## config.mk

```make
export PLATFORM = sky130hd
export DESIGN_NAME = form_field_url_decoder_flat
export DESIGN_NICKNAME = d
export VERILOG_FILES = /design/src/rtl/core/ffud_pkg.sv /design/src/rtl/core/ffud_if.sv /design/src/rtl/core/form_field_url_decoder.sv /design/src/flat_wrapper.sv
export SDC_FILE = /design/constraint.sdc
export NUM_CORES = 2
export LEC_CHECK = 0
export BUFFER_PORTS_ARGS = -buffer_cell sky130_fd_sc_hd__buf_2
export CAP_MARGIN = 20
export CORE_MARGIN = 8
export CORE_UTILIZATION = 50
export CTS_BUF_LIST = sky130_fd_sc_hd__clkbuf_4 sky130_fd_sc_hd__clkbuf_8
export DETAILED_ROUTE_END_ITERATION = 6
export PLACE_DENSITY_LB_ADDON = 0.12
export RECOVER_POWER = 25
export SYNTH_ARGS = -nofsm -noshare
export SYNTH_HDL_FRONTEND = slang
export SYNTH_SLANG_ARGS = --single-unit
```

## constraint.sdc

```tcl
create_clock -name i_clk -period 11 [get_ports i_clk]
set_input_delay 0 -clock i_clk [delete_from_list [all_inputs] [get_ports i_clk]]
set_output_delay 0 -clock i_clk [all_outputs]
set_load 0.005 [all_outputs]
```

## src/rtl/core/ffud_pkg.sv

```systemverilog
// Shared types, character constants and a helper function for the form field decoder.
package ffud_pkg;

    localparam int MAX_KEY_CHARS = 22;
    localparam int HIST_DEPTH    = MAX_KEY_CHARS + 2;
    localparam int RES_SLOTS     = 4;
    localparam int CFG_DATA_W    = 64;
    localparam int KEY_HIGH_W    = 48;

    typedef logic [7:0] t_byte;
    typedef logic [4:0] t_klen;
    typedef logic [1:0] t_pend;

    typedef enum logic [1:0] {
        PH_SEARCH = 2'd0,
        PH_DECODE = 2'd1,
        PH_SKIP   = 2'd2
    } t_phase;

    typedef enum logic [1:0] {
        KIND_VALUE   = 2'd0,
        KIND_FOUND   = 2'd1,
        KIND_MISSING = 2'd2
    } t_kind;

    typedef enum logic [2:0] {
        CFG_KEY_LOW     = 3'd0,
        CFG_KEY_MID     = 3'd1,
        CFG_KEY_HIGH    = 3'd2,
        CFG_KEY_LENGTH  = 3'd3,
        CFG_VALUE_LIMIT = 3'd4
    } t_cfg_reg;

    localparam t_pend PEND_NONE    = 2'd0;
    localparam t_pend PEND_PERCENT = 2'd1;
    localparam t_pend PEND_DIGIT   = 2'd2;

    localparam t_byte CHAR_AMP     = 8'h26;
    localparam t_byte CHAR_PLUS    = 8'h2B;
    localparam t_byte CHAR_PERCENT = 8'h25;
    localparam t_byte CHAR_SPACE   = 8'h20;
    localparam t_byte CHAR_EQUALS  = 8'h3D;
    localparam t_byte CHAR_ZERO    = 8'h30;
    localparam t_byte CHAR_NINE    = 8'h39;
    localparam t_byte CHAR_LOW_A   = 8'h61;
    localparam t_byte CHAR_LOW_F   = 8'h66;
    localparam t_byte CHAR_UP_A    = 8'h41;
    localparam t_byte CHAR_UP_F    = 8'h46;

    typedef struct packed {
        logic       ok;
        logic [3:0] val;
    } t_hex;

    // An invalid character decodes with a zero value.
    function automatic t_hex hex_decode(t_byte c);
        t_hex  r;
        t_byte d;
        r = '0;
        d = '0;
        if (c >= CHAR_ZERO && c <= CHAR_NINE) begin
            d     = c - CHAR_ZERO;
            r.ok  = 1'b1;
            r.val = d[3:0];
        end else if (c >= CHAR_LOW_A && c <= CHAR_LOW_F) begin
            d     = c - CHAR_LOW_A + 8'd10;
            r.ok  = 1'b1;
            r.val = d[3:0];
        end else if (c >= CHAR_UP_A && c <= CHAR_UP_F) begin
            d     = c - CHAR_UP_A + 8'd10;
            r.ok  = 1'b1;
            r.val = d[3:0];
        end
        return r;
    endfunction

endpackage

```

## src/rtl/core/ffud_if.sv

```systemverilog
// Channel interfaces for body bytes, decoded results and configuration writes.
interface ffud_body_if import ffud_pkg::*; ();
    logic  valid;
    logic  ready;
    t_byte body_byte;
    logic  body_last;

    modport source (output valid, output body_byte, output body_last, input ready);
    modport sink (input valid, input body_byte, input body_last, output ready);
endinterface

interface ffud_res_if import ffud_pkg::*; ();
    logic  valid;
    logic  ready;
    t_byte out_byte;
    t_kind out_kind;
    logic  run_last;

    modport source (output valid, output out_byte, output out_kind, output run_last,
                    input ready);
    modport sink (input valid, input out_byte, input out_kind, input run_last,
                  output ready);
endinterface

interface ffud_cfg_if import ffud_pkg::*; ();
    logic                  valid;
    logic                  ready;
    logic [2:0]            reg_index;
    logic [CFG_DATA_W-1:0] wr_data;

    modport source (output valid, output reg_index, output wr_data, input ready);
    modport sink (input valid, input reg_index, input wr_data, output ready);
endinterface

```

## src/rtl/core/form_field_url_decoder.sv

```systemverilog
// Top level of the streaming decoder that extracts one urlencoded form field.
//
//  channel  | dir | payload                          | request taken when
//  ---------+-----+----------------------------------+--------------------
//  i_body   | in  | body_byte, body_last             | valid && ready
//  o_res    | out | out_byte, out_kind, run_last     | valid && ready
//  i_cfg    | in  | reg_index, wr_data               | valid (ready is 1)
//
// A body request is registered in the input register, then decoded into a buffer of up to four
// results, from which its first result is presented.
// The result buffer drains one result per cycle while o_res is ready; a request that makes
// more than one result keeps the body channel stalled until its last result is taken, so the
// rate is one request per cycle while each request makes at most one result and o_res is ready.
// A stall on o_res holds the buffer and, through it, the input register.
// Reset is synchronous and returns the configuration and body state at once.
module form_field_url_decoder import ffud_pkg::*; (
    input  logic       i_clk,
    input  logic       i_rst_n,
    ffud_body_if.sink  i_body,
    ffud_res_if.source o_res,
    ffud_cfg_if.sink   i_cfg
);

    logic [CFG_DATA_W-1:0] r_key_low, n_key_low;
    logic [CFG_DATA_W-1:0] r_key_mid, n_key_mid;
    logic [KEY_HIGH_W-1:0] r_key_high, n_key_high;
    t_klen                 r_key_len, n_key_len;
    t_byte                 r_limit, n_limit;

    t_byte w_key_arr [MAX_KEY_CHARS];
    t_klen w_kcap;
    t_klen n_klen, r_klen;
    t_byte n_kpat [MAX_KEY_CHARS];
    t_byte r_kpat [MAX_KEY_CHARS];

    logic  r_in_valid;
    t_byte r_in_byte;
    logic  r_in_last;

    t_byte  r_hist [HIST_DEPTH];
    t_klen  r_seen;
    t_phase r_phase;
    logic   r_found;
    t_pend  r_pc;
    t_byte  r_pd;
    t_byte  r_emitted;

    t_byte      r_res_byte [RES_SLOTS];
    t_kind      r_res_kind [RES_SLOTS];
    logic [2:0] r_cnt;
    logic [1:0] r_head;

    logic   w_pop, w_free, w_proc;
    logic   w_zero, w_end, w_search, w_decode, w_amp;
    t_klen  w_seen_inc;
    logic   w_key_ok, w_hit, w_start;
    t_hex   w_hex, w_pend_hex;
    logic   w_flush, w_hold, w_comb, w_plain;
    t_phase s_phase;
    logic   s_found;
    t_pend  s_pc;
    t_byte  s_pd;
    t_byte  w_cand [RES_SLOTS];
    logic [2:0] w_ncand;
    t_byte  w_room;
    logic [2:0] w_kept;
    t_byte  w_res_byte [RES_SLOTS];
    t_kind  w_res_kind [RES_SLOTS];
    logic [2:0] w_nres;

    // Configuration registers and the right-aligned key pattern derived from them.
    always_comb begin
        n_key_low  = r_key_low;
        n_key_mid  = r_key_mid;
        n_key_high = r_key_high;
        n_key_len  = r_key_len;
        n_limit    = r_limit;
        if (i_cfg.valid) begin
            case (i_cfg.reg_index)
                CFG_KEY_LOW:     n_key_low  = i_cfg.wr_data;
                CFG_KEY_MID:     n_key_mid  = i_cfg.wr_data;
                CFG_KEY_HIGH:    n_key_high = i_cfg.wr_data[KEY_HIGH_W-1:0];
                CFG_KEY_LENGTH:  n_key_len  = i_cfg.wr_data[4:0];
                CFG_VALUE_LIMIT: n_limit    = i_cfg.wr_data[7:0];
                default: ;
            endcase
        end
    end

    always_comb begin
        for (int i = 0; i < 8; i++) begin
            w_key_arr[i]     = n_key_low[8*i +: 8];
            w_key_arr[i + 8] = n_key_mid[8*i +: 8];
        end
        for (int i = 0; i < MAX_KEY_CHARS - 16; i++) begin
            w_key_arr[i + 16] = n_key_high[8*i +: 8];
        end
    end

    assign w_kcap = (n_key_len > t_klen'(MAX_KEY_CHARS)) ? t_klen'(MAX_KEY_CHARS) : n_key_len;

    // The key ends before its first zero character.
    always_comb begin
        n_klen = w_kcap;
        for (int i = MAX_KEY_CHARS - 1; i >= 0; i--) begin
            if (t_klen'(i) < w_kcap && w_key_arr[i] == '0) begin
                n_klen = t_klen'(i);
            end
        end
    end

    always_comb begin
        t_klen v_idx;
        v_idx = '0;
        for (int j = 0; j < MAX_KEY_CHARS; j++) begin
            v_idx     = n_klen - t_klen'(1) - t_klen'(j);
            n_kpat[j] = '0;
            if (t_klen'(j) < n_klen && v_idx < t_klen'(MAX_KEY_CHARS)) begin
                n_kpat[j] = w_key_arr[v_idx];
            end
        end
    end

    assign i_cfg.ready = 1'b1;

    // Handshake between the input register and the result buffer.
    assign w_pop        = o_res.valid && o_res.ready;
    assign w_free       = (r_cnt == 3'd0) || (r_cnt == 3'd1 && w_pop);
    assign w_proc       = r_in_valid && w_free;
    assign i_body.ready = !r_in_valid || w_proc;

    // Byte classification.
    assign w_zero     = (r_in_byte == '0);
    assign w_end      = w_zero || r_in_last;
    assign w_search   = !w_zero && r_phase == PH_SEARCH;
    assign w_decode   = !w_zero && r_phase == PH_DECODE;
    assign w_amp      = (r_in_byte == CHAR_AMP);
    assign w_seen_inc = (r_seen == t_klen'(HIST_DEPTH)) ? r_seen : r_seen + t_klen'(1);

    always_comb begin
        w_key_ok = 1'b1;
        for (int j = 0; j < MAX_KEY_CHARS; j++) begin
            if (t_klen'(j) < r_klen && r_hist[j] != r_kpat[j]) begin
                w_key_ok = 1'b0;
            end
        end
    end

    assign w_hit   = w_search && r_in_byte == CHAR_EQUALS && w_seen_inc > r_klen && w_key_ok;
    assign w_start = (w_seen_inc == r_klen + t_klen'(1)) || (r_hist[r_klen] == CHAR_AMP);

    assign w_hex      = hex_decode(r_in_byte);
    assign w_pend_hex = hex_decode(r_pd);
    assign w_flush    = w_decode && (w_amp || (r_pc != PEND_NONE && !w_hex.ok));
    assign w_hold     = w_decode && r_pc == PEND_PERCENT && w_hex.ok;
    assign w_comb     = w_decode && r_pc == PEND_DIGIT && w_hex.ok;
    assign w_plain    = w_decode && !w_amp && (r_pc == PEND_NONE || !w_hex.ok);

    // Next state of the field search and the escape decoder.
    always_comb begin
        s_phase = r_phase;
        s_found = r_found;
        s_pc    = r_pc;
        s_pd    = r_pd;
        if (w_hit) begin
            s_phase = w_start ? PH_DECODE : PH_SKIP;
            s_found = r_found || w_start;
        end
        if (w_decode) begin
            if (w_amp) begin
                s_phase = PH_SKIP;
            end
            if (w_hold) begin
                s_pc = PEND_DIGIT;
            end else if (w_plain && r_in_byte == CHAR_PERCENT) begin
                s_pc = PEND_PERCENT;
            end else begin
                s_pc = PEND_NONE;
            end
            s_pd = w_hold ? r_in_byte : '0;
        end
    end

    // Candidate value bytes in order, then the limit and the end result.
    always_comb begin
        for (int i = 0; i < RES_SLOTS; i++) begin
            w_cand[i] = '0;
        end
        w_ncand = '0;
        if (w_flush && r_pc != PEND_NONE) begin
            w_cand[w_ncand[1:0]] = CHAR_PERCENT;
            w_ncand              = w_ncand + 3'd1;
        end
        if (w_flush && r_pc == PEND_DIGIT) begin
            w_cand[w_ncand[1:0]] = r_pd;
            w_ncand              = w_ncand + 3'd1;
        end
        if (w_comb) begin
            w_cand[w_ncand[1:0]] = {w_pend_hex.val, w_hex.val};
            w_ncand              = w_ncand + 3'd1;
        end
        if (w_plain && r_in_byte != CHAR_PERCENT) begin
            w_cand[w_ncand[1:0]] = (r_in_byte == CHAR_PLUS) ? CHAR_SPACE : r_in_byte;
            w_ncand              = w_ncand + 3'd1;
        end
        if (w_end && s_pc != PEND_NONE) begin
            w_cand[w_ncand[1:0]] = CHAR_PERCENT;
            w_ncand              = w_ncand + 3'd1;
        end
        if (w_end && s_pc == PEND_DIGIT) begin
            w_cand[w_ncand[1:0]] = s_pd;
            w_ncand              = w_ncand + 3'd1;
        end
    end

    assign w_room = (r_emitted < r_limit) ? r_limit - r_emitted : '0;
    assign w_kept = (w_room >= {5'b0, w_ncand}) ? w_ncand : w_room[2:0];
    assign w_nres = w_kept + {2'b0, w_end};

    always_comb begin
        for (int i = 0; i < RES_SLOTS; i++) begin
            w_res_byte[i] = '0;
            w_res_kind[i] = KIND_VALUE;
            if (3'(i) < w_kept) begin
                w_res_byte[i] = w_cand[i];
            end else if (3'(i) == w_kept && w_end) begin
                w_res_kind[i] = s_found ? KIND_FOUND : KIND_MISSING;
            end
        end
    end

    assign o_res.valid    = (r_cnt != 3'd0);
    assign o_res.out_byte = r_res_byte[r_head];
    assign o_res.out_kind = r_res_kind[r_head];
    assign o_res.run_last = (r_cnt == 3'd1);

    always_ff @(posedge i_clk) begin
        if (!i_rst_n) begin
            r_key_low  <= '0;
            r_key_mid  <= '0;
            r_key_high <= '0;
            r_key_len  <= t_klen'(1);
            r_limit    <= t_byte'(63);
            r_klen     <= '0;
            for (int j = 0; j < MAX_KEY_CHARS; j++) begin
                r_kpat[j] <= '0;
            end
        end else begin
            r_key_low  <= n_key_low;
            r_key_mid  <= n_key_mid;
            r_key_high <= n_key_high;
            r_key_len  <= n_key_len;
            r_limit    <= n_limit;
            r_klen     <= n_klen;
            r_kpat     <= n_kpat;
        end
    end

    always_ff @(posedge i_clk) begin
        if (!i_rst_n) begin
            r_in_valid <= 1'b0;
        end else if (i_body.ready) begin
            r_in_valid <= i_body.valid;
        end
    end

    always_ff @(posedge i_clk) begin
        if (i_body.ready && i_body.valid) begin
            r_in_byte <= i_body.body_byte;
            r_in_last <= i_body.body_last;
        end
    end

    always_ff @(posedge i_clk) begin
        if (!i_rst_n) begin
            for (int i = 0; i < HIST_DEPTH; i++) begin
                r_hist[i] <= '0;
            end
            r_seen    <= '0;
            r_phase   <= PH_SEARCH;
            r_found   <= 1'b0;
            r_pc      <= PEND_NONE;
            r_pd      <= '0;
            r_emitted <= '0;
        end else if (w_proc) begin
            if (w_end) begin
                for (int i = 0; i < HIST_DEPTH; i++) begin
                    r_hist[i] <= '0;
                end
                r_seen    <= '0;
                r_phase   <= PH_SEARCH;
                r_found   <= 1'b0;
                r_pc      <= PEND_NONE;
                r_pd      <= '0;
                r_emitted <= '0;
            end else begin
                if (w_search) begin
                    r_hist[0] <= r_in_byte;
                    for (int i = 1; i < HIST_DEPTH; i++) begin
                        r_hist[i] <= r_hist[i-1];
                    end
                    r_seen <= w_seen_inc;
                end
                r_phase   <= s_phase;
                r_found   <= s_found;
                r_pc      <= s_pc;
                r_pd      <= s_pd;
                r_emitted <= r_emitted + t_byte'(w_kept);
            end
        end
    end

    always_ff @(posedge i_clk) begin
        if (!i_rst_n) begin
            r_cnt  <= '0;
            r_head <= '0;
        end else if (w_proc) begin
            r_cnt  <= w_nres;
            r_head <= '0;
        end else if (w_pop) begin
            r_cnt  <= r_cnt - 3'd1;
            r_head <= r_head + 2'd1;
        end
    end

    always_ff @(posedge i_clk) begin
        if (w_proc) begin
            r_res_byte <= w_res_byte;
            r_res_kind <= w_res_kind;
        end
    end

endmodule

```

## src/flat_wrapper.sv

```systemverilog
// flat-port wrapper written by rule: the top's interface ports become plain ports
module form_field_url_decoder_flat import ffud_pkg::*;
  (i_clk, i_rst_n, i_body_valid, i_body_body_byte, i_body_body_last, i_body_ready, o_res_valid, o_res_out_byte, o_res_out_kind, o_res_run_last, o_res_ready, i_cfg_valid, i_cfg_reg_index, i_cfg_wr_data, i_cfg_ready);
  ffud_body_if i_body_i ();
  ffud_res_if o_res_i ();
  ffud_cfg_if i_cfg_i ();
  input  logic i_clk;
  input  logic i_rst_n;
  input wire logic [$bits(i_body_i.valid)-1:0] i_body_valid;
  input wire logic [$bits(i_body_i.body_byte)-1:0] i_body_body_byte;
  input wire logic [$bits(i_body_i.body_last)-1:0] i_body_body_last;
  output wire logic [$bits(i_body_i.ready)-1:0] i_body_ready;
  output wire logic [$bits(o_res_i.valid)-1:0] o_res_valid;
  output wire logic [$bits(o_res_i.out_byte)-1:0] o_res_out_byte;
  output wire logic [$bits(o_res_i.out_kind)-1:0] o_res_out_kind;
  output wire logic [$bits(o_res_i.run_last)-1:0] o_res_run_last;
  input wire logic [$bits(o_res_i.ready)-1:0] o_res_ready;
  input wire logic [$bits(i_cfg_i.valid)-1:0] i_cfg_valid;
  input wire logic [$bits(i_cfg_i.reg_index)-1:0] i_cfg_reg_index;
  input wire logic [$bits(i_cfg_i.wr_data)-1:0] i_cfg_wr_data;
  output wire logic [$bits(i_cfg_i.ready)-1:0] i_cfg_ready;
  assign i_body_i.valid = i_body_valid;
  assign i_body_i.body_byte = i_body_body_byte;
  assign i_body_i.body_last = i_body_body_last;
  assign i_body_ready = i_body_i.ready;
  assign o_res_valid = o_res_i.valid;
  assign o_res_out_byte = o_res_i.out_byte;
  assign o_res_out_kind = o_res_i.out_kind;
  assign o_res_run_last = o_res_i.run_last;
  assign o_res_i.ready = o_res_ready;
  assign i_cfg_i.valid = i_cfg_valid;
  assign i_cfg_i.reg_index = i_cfg_reg_index;
  assign i_cfg_i.wr_data = i_cfg_wr_data;
  assign i_cfg_ready = i_cfg_i.ready;
  form_field_url_decoder u_core (.i_clk(i_clk), .i_rst_n(i_rst_n), .i_body(i_body_i), .o_res(o_res_i), .i_cfg(i_cfg_i));
endmodule
```

* Word-level counts from Yosys, hierarchy flattened *
Memory sizes are Yosys's and may differ from the RTL's. A register that Yosys moved wholly into a read port is not among the register bits.
Index checks and enable logic that the tools add are counted.

word-level totals
  flip-flop bits (word level) = 451
  memory bits (writable) = 192
  logic and storage cells = 776
  memories kept = 1

memories
  name           depth  bits a word  rd ports  clocked after memory_dff  wr ports  line                          text
  u_core.r_hist  24     8            24        1                         24        form_field_url_decoder.sv:40  t_byte r_hist [HIST_DEPTH];

operators by class
  $add $sub $neg = 44
  order comparisons = 141
  equal/unequal tests = 42
  multiplexer cells = 240
  bitwise gates (word level) = 84
  reduce and logical (&&, ||, !) cells = 177

operators by type and width
  operator               number
  $bmux W8 S5            22
  $mux W8                105
  $mux W64               4
  $logic_not A8 Y1       23
  $ne A8 B8 Y1           22
  $mux W32               5
  $mux W5                32
  $ge A6 B6 Y1 const B   22
  $not A5 Y6             22
  $bwmux W32             4
  $lt A4 B5 Y1 const A   24
  $lt A5 B5 Y1 const B   22
  $logic_and A1 B1 Y1    104
  $mux W48               2
  $lt A5 B5 Y1 const A   18
  $demux W8 S2           5
  $lt A3 B5 Y1 const A   12
  $or A1 B1 Y1           48
  $reduce_and A2 Y1      24
  $eq A8 B6 Y1 const B   5
  $sub A5 B4 Y5 const B  8
  $mux W1                36
  $ge A8 B7 Y1 const B   4
  $le A8 B7 Y1 const B   4
  other kinds (55)       151

* Depth between registers and ports, before layout *
  word-level depth = 35
  depth in mapped cells = 35

* Least setup slack after synthesis *
Ideal clock, no wire load.

  path type = reg2reg
  from = reg u_core.r_in_byte[1]
  to = reg u_core.r_emitted[6]
  arrival = 7.352 ns
  data required time = 10.867 ns
  setup slack = 3.515 ns
  stages on the path, launching flop included = 34
  path buffers = 2
  clock period less this slack = 7.485 ns
  cell sequence = edfxtp_1 > inv_1 > ha_1 > o21bai_1 > a2111oi_2 > a41oi_1 > and3_1 > clkbuf_1 > inv_1 > ha_1 > xnor2_1 > inv_1 > ha_1 > nand2_1 > o31ai_1 > ha_1 > mux2_2 > ha_1 > and2_1 > nor3_1 > xor2_1 > inv_1 > ha_1 > a221oi_1 > mux2_2 > clkbuf_1 > inv_1 > fa_1 > inv_1 > a21oi_1 > nor3_1 > nand3_1 > xnor2_1 > nor2_1

between the ends
  word-level cells in the longest chain between the ends = 25
  elaborated cells on any way between the ends = 57
  classes of those cells = add/sub: 6; order compare: 7; eq/ne: 4; mux: 14; reduce/logical: 26

ends and longest elaborated chain
  what                                                 line                                                          text
  start, declared                                      form_field_url_decoder.sv:37                                  t_byte r_in_byte;
  start signal, assigned                               form_field_url_decoder.sv:269                                 r_in_byte <= i_body.body_byte;
  $ge A8 B7 Y1 / $le A8 B7 Y1 (equally long branches)  ffud_pkg.sv:69                                                end else if (c >= CHAR_UP_A && c <= CHAR_UP_F) begin
  $logic_and A1 B1 Y1                                  ffud_pkg.sv:69
  $mux W5                                              ffud_pkg.sv:69
  $mux W5                                              ffud_pkg.sv:65                                                end else if (c >= CHAR_LOW_A && c <= CHAR_LOW_F) begin
  $mux W5                                              ffud_pkg.sv:61                                                if (c >= CHAR_ZERO && c <= CHAR_NINE) begin
  $logic_not A1 Y1                                     form_field_url_decoder.sv:154, form_field_url_decoder.sv:157
  $logic_and A1 B1 Y1                                  form_field_url_decoder.sv:154                                 assign w_flush = w_decode && (w_amp || (r_pc != PEND_NONE && !w_hex.ok));
  $logic_or A1 B1 Y1                                   form_field_url_decoder.sv:154
  [... 9 more ...]                                     --
  $add A3 B1 Y3                                        form_field_url_decoder.sv:208                                 w_ncand = w_ncand + 3'd1;
  $mux W3                                              form_field_url_decoder.sv:206                                 if (w_end && s_pc != PEND_NONE) begin
  $add A3 B1 Y3                                        form_field_url_decoder.sv:212                                 w_ncand = w_ncand + 3'd1;
  $mux W3                                              form_field_url_decoder.sv:210                                 if (w_end && s_pc == PEND_DIGIT) begin
  $ge A8 B3 Y1                                         form_field_url_decoder.sv:217                                 assign w_kept = (w_room >= {5'b0, w_ncand}) ? w_ncand : w_room[2:0];
  $mux W3                                              form_field_url_decoder.sv:217
  $add A8 B3 Y8                                        form_field_url_decoder.sv:308                                 r_emitted <= r_emitted + t_byte'(w_kept);
  $mux W8 *                                            form_field_url_decoder.sv:286                                 if (w_end) begin
  end signal, assigned                                 form_field_url_decoder.sv:308
  end, declared                                        form_field_url_decoder.sv:46                                  t_byte r_emitted;

Every way passes the cells marked *; elsewhere a longest branch is shown, timed or not.
A chain may end at the register's enable or synchronous reset.

* Worst setup path in the final report *
  from = reg u_core.r_in_byte[1]
  to = reg u_core.r_emitted[7]

between the ends
  word-level cells in the longest chain between the ends = 25
  elaborated cells on any way between the ends = 57
  classes of those cells = add/sub: 6; order compare: 7; eq/ne: 4; mux: 14; reduce/logical: 26

ends and longest elaborated chain
  what                                                 line                                                          text
  $ge A8 B7 Y1 / $le A8 B7 Y1 (equally long branches)  ffud_pkg.sv:69
  $logic_and A1 B1 Y1                                  ffud_pkg.sv:69
  $mux W5                                              ffud_pkg.sv:69
  $mux W5                                              ffud_pkg.sv:65
  $mux W5                                              ffud_pkg.sv:61
  $logic_not A1 Y1                                     form_field_url_decoder.sv:154, form_field_url_decoder.sv:157
  $logic_and A1 B1 Y1                                  form_field_url_decoder.sv:154
  $logic_or A1 B1 Y1                                   form_field_url_decoder.sv:154
  [... 10 more ...]                                    --
  $mux W3                                              form_field_url_decoder.sv:206
  $add A3 B1 Y3                                        form_field_url_decoder.sv:212
  $mux W3 *                                            form_field_url_decoder.sv:210
  $ge A8 B3 Y1                                         form_field_url_decoder.sv:217
  $mux W3 *                                            form_field_url_decoder.sv:217
  named net u_core.w_kept[2]                           form_field_url_decoder.sv:66                                  logic [2:0] w_kept;
  $add A8 B3 Y8 *                                      form_field_url_decoder.sv:308
  $mux W8 *                                            form_field_url_decoder.sv:286

Mark *: on every way through the listed nets, which the timed path passes. The rest lies on a longest branch.

==> flow_summary.json <==
{
  "powerDensity_mw_per_mm2": 194.0,
  "dr.pass1.iters": 7,
  "min_period_ps": 9433,
  "drv_cap": 2,
  "fin_nets": 4746,
  "rows": 104,
  "synth_compound_area_frac": 0.2238,
  "violations": "capacitance limit, slew limit",
  "ys_seq_area_frac": 0.3764,
  "clk_pin_slew_worst_paths_ps": 60,
  "post_drt_wl_per_cell_um": 31.89,
  "mostFrequentLayoutCells": "nand2_1 (645), dfxtp_1 (401), a21oi_1 (302)",
  "crit_path_frequent_cell": "ha_1",
  "grt_first_pass_wirelength_um": 259200,
  "r2r_start": "u_core.r_in_byte[1]",
  "grt_max_degree": 195,
  "holdPathStages": 4,
  "io_pins": 95,
  "status": "complete, but fails checks",
  "reg2regPathDepth": 28,
  "p_leak_nw": 17.63,
  "initial_core_util": 0.5050,
  "cts_buffers": 113,
  "period_share": 0.8575,
  "holdCritStartpoint": "i_cfg_wr_data[57]",
  "r2r_end": "u_core.r_emitted[7]",
  "gp_congestion": 1.071,
  "cts_tree": "built",
  "ys_async_sr_fraction": 0,
  "ys_warn_count": 0,
  "synthCells": 4571,
  "clock-sinks": 643,
  "synth.distinct_cells": 111,
  "cts_setup_buffers": 0,
  "core_mm2": 0.08042,
  "slew_violations": 233,
  "critical_path_class": "reg -> reg",
  "cp-start-kind": "register",
  "r2r_slack_ps": 1570,
  "crit_path_end_kind": "register",
  "ir_drop_uv": 140.9,
  "synthFlopType": "dfxtp_1",
  "final_common_cell": "nand2_1",
  "multi_input_area_mm2": 0.02371,
  "drive_above_1_share": 0.1303,
  "fillCellCount": 7300,
  "cts-root-buf": "clkbuf_8",
  "die_w_um": 301.0,
  "yosys.area_share.xor_xnor": 0.05484,
  "timing.fmax_ghz": 0.1060,
  "min_to": "u_core.r_key_low[57]",
  "synth-edff-count": 241,
  "finalWirelength_um": 183400,
  "drtAntennaViolNets": 0,
  "seq_area_mm2": 0.01529,
  "utilization": 0.5623,
  "synthSimpleGateAreaFrac": 0.1966,
  "htreeDepth": 3,
  "die_area_mm2": 0.09060,
  "syn_to_final_growth_pct": 11.34,
  "synth-seq-cells": 643,
  "synth_area_mm2": 0.04061,
  "synth_mux_area_frac": 0.08232,
  "final.setup.tns_ps": 0,
  "port_buffers": 93,
  "hold_viol_final": 0,
  "hpwlAfterDp_um": 135200,
  "cp_slowest_cell": "mux2i_1",
  "slowest_delay_ps": 840,
  "synth_top_family_by_area": "compound AO/OA/AOI/OAI gates",
  "route.vias.total": 40000,
  "grt.total_usage": 0.3868,
  "vias_per_cell": 6.954,
  "worstMarginPinSlew_ps": 9051,
  "antenna_found_initial": 5,
  "grt_pass1_vias": 36470,
  "required_ps": 11640,
  "skew_ps": 66.10,
  "synth_fa_ha_area_frac": 0.02317,
  "slew_headroom": -5.034,
  "setup_viol": 0,
  "critical_path.max_fanout": 12,
  "rsz0062_at_grt": "no",
  "drc": 0,
  "hold_path.class": "in -> reg",
  "die_height_um": 301.0,
  "drt_iter0_markers": 6077,
  "clock_latency_ps": 830,
  "grt_overflow": 0,
  "syn_area_per_cell_um2": 8.884,
  "cp.arrival_ps": 10080,
  "cts_buffer_depth": 3,
  "synthesis.nets": 4726
}
## routing by layer
metal | GRT usage | wire length [um] | vias up
li1 | - | - | 17340
met1 | 0.5129 | 71200 | 19310
met2 | 0.5598 | 76710 | 2797
met3 | 0.09191 | 20880 | 559
met4 | 0.2521 | 14640 | 0
met5 | 0.003245 | 0 | -
## cells in the mapped netlist (all sizes together), types with 15 or more instances
cell / number / area, um2
nor3: 54 / 296.5
mux4: 75 / 1689
a2111oi: 19 / 214.0
o2bb2ai: 25 / 219.0
ha: 72 / 900.9
inv: 85 / 324.0
mux2i: 118 / 1181
nand4: 24 / 150.1
buf: 101 / 474.2
mux2: 42 / 473.0
xnor2: 113 / 1080
dfxtp: 402 / 8048
a31oi: 33 / 206.5
nor2: 266 / 1008
or2: 73 / 456.7
a21oi: 303 / 1520
nand2: 645 / 2421
o221ai: 19 / 166.4
xor2: 113 / 989.7
a221o: 24 / 240.2
o22ai: 138 / 869.6
o21ai: 99 / 499.2
and3: 196 / 1226
a211o: 42 / 367.9
nor2b: 23 / 143.9
nand2b: 15 / 93.84
or3: 20 / 125.1
a22oi: 232 / 1742
and2: 29 / 181.4
a221oi: 27 / 242.7
edfxtp: 241 / 7237
nor4: 112 / 715.7
nand3: 148 / 740.7
clkbuf: 249 / 934.7
a211oi: 126 / 968.4
o22a: 24 / 210.2
a22o: 67 / 586.8
a222oi: 20 / 200.2
## layout make-up
class	count	area share
multi-input cells	3491	0.5245
flip-flops and latches	643	0.3381
clock buffers	174	0.04743
repair buffers	255	0.04425
well taps	1060	0.02933
clock inverters	39	0.008827
inverters	87	0.007471
diodes	3	0.0001660
## cell families after synthesis
group | Yosys count
AOI/OAI and AO/OA | 1299
xor gates and xnor gates | 233
adders and majority gates | 74
buffers and inverters | 437
DFF | 643
muxes | 235
other | 1
and+or+nand+nor | 1649
## power breakdown
group / switching, W / internal [W] / total (W)
clock network: 0.00111 / 0.00138 / 0.00249
registers: 0.000233 / 0.00272 / 0.00295
logic: 0.00235 / 0.000984 / 0.00333
## worst max-delay path: cells and delay by family (launching register included)
kind                     cells  cell delay (ps)
multiplexers                 2             1140
AO/OA/AOI/OAI                6             2060
XOR/XNOR                     2              510
adder cells (fa/ha/maj)      6             1850
flip-flops                   1              480
AND/OR/NAND/NOR              9             2420
buffers and inverters        3              810
## registers in the layout, summed over array words and instances, names as in the netlist, 32 cells and up
signal	flops
u_core.r_hist	192
u_core.r_kpat	176
u_core.r_key_low	64
u_core.r_key_mid	64
u_core.r_key_high	48
u_core.r_res_byte	32
## worst max path at each step
stage / cells after the start / startpoint / end
after floorplan: 33 / u_core.r_in_byte[1] / u_core.r_emitted[6]
after global placement: 28 / u_core.r_in_byte[1] / u_core.r_emitted[7]
after detailed placement: 28 / u_core.r_in_byte[1] / u_core.r_emitted[7]
after CTS: 28 / u_core.r_in_byte[1] / u_core.r_emitted[7]
after global routing: 28 / u_core.r_in_byte[1] / u_core.r_emitted[7]
final: 28 / u_core.r_in_byte[1] / u_core.r_emitted[7]
## per-stage QoR
step | cell area [um2] | hold WS (ps) | worst slack, ps | total power, W | std cells
floorplan | 40610 | 98.87 | 3515 | 0.005037 | 4571
global placement | 41610 | 190.8 | 1938 | 0.006090 | 5431
detailed placement | 41620 | 179.8 | 1735 | 0.006089 | 5432
CTS | 45110 | 36.13 | 1706 | 0.008582 | 5739
global route | 45210 | 97.41 | 794.9 | 0.009005 | 5751
finish | 45220 | 100.2 | 1567 | 0.008771 | 5752
## timing repair
action / CTS / global route
setup endpoints to repair: 0 / 0
hold buffers: 94 / 0
gates resized for setup: 0 / 0
endpoints found under the hold margin: 224 / 0
No activity file was read; power rests on OpenSTA's default activity.
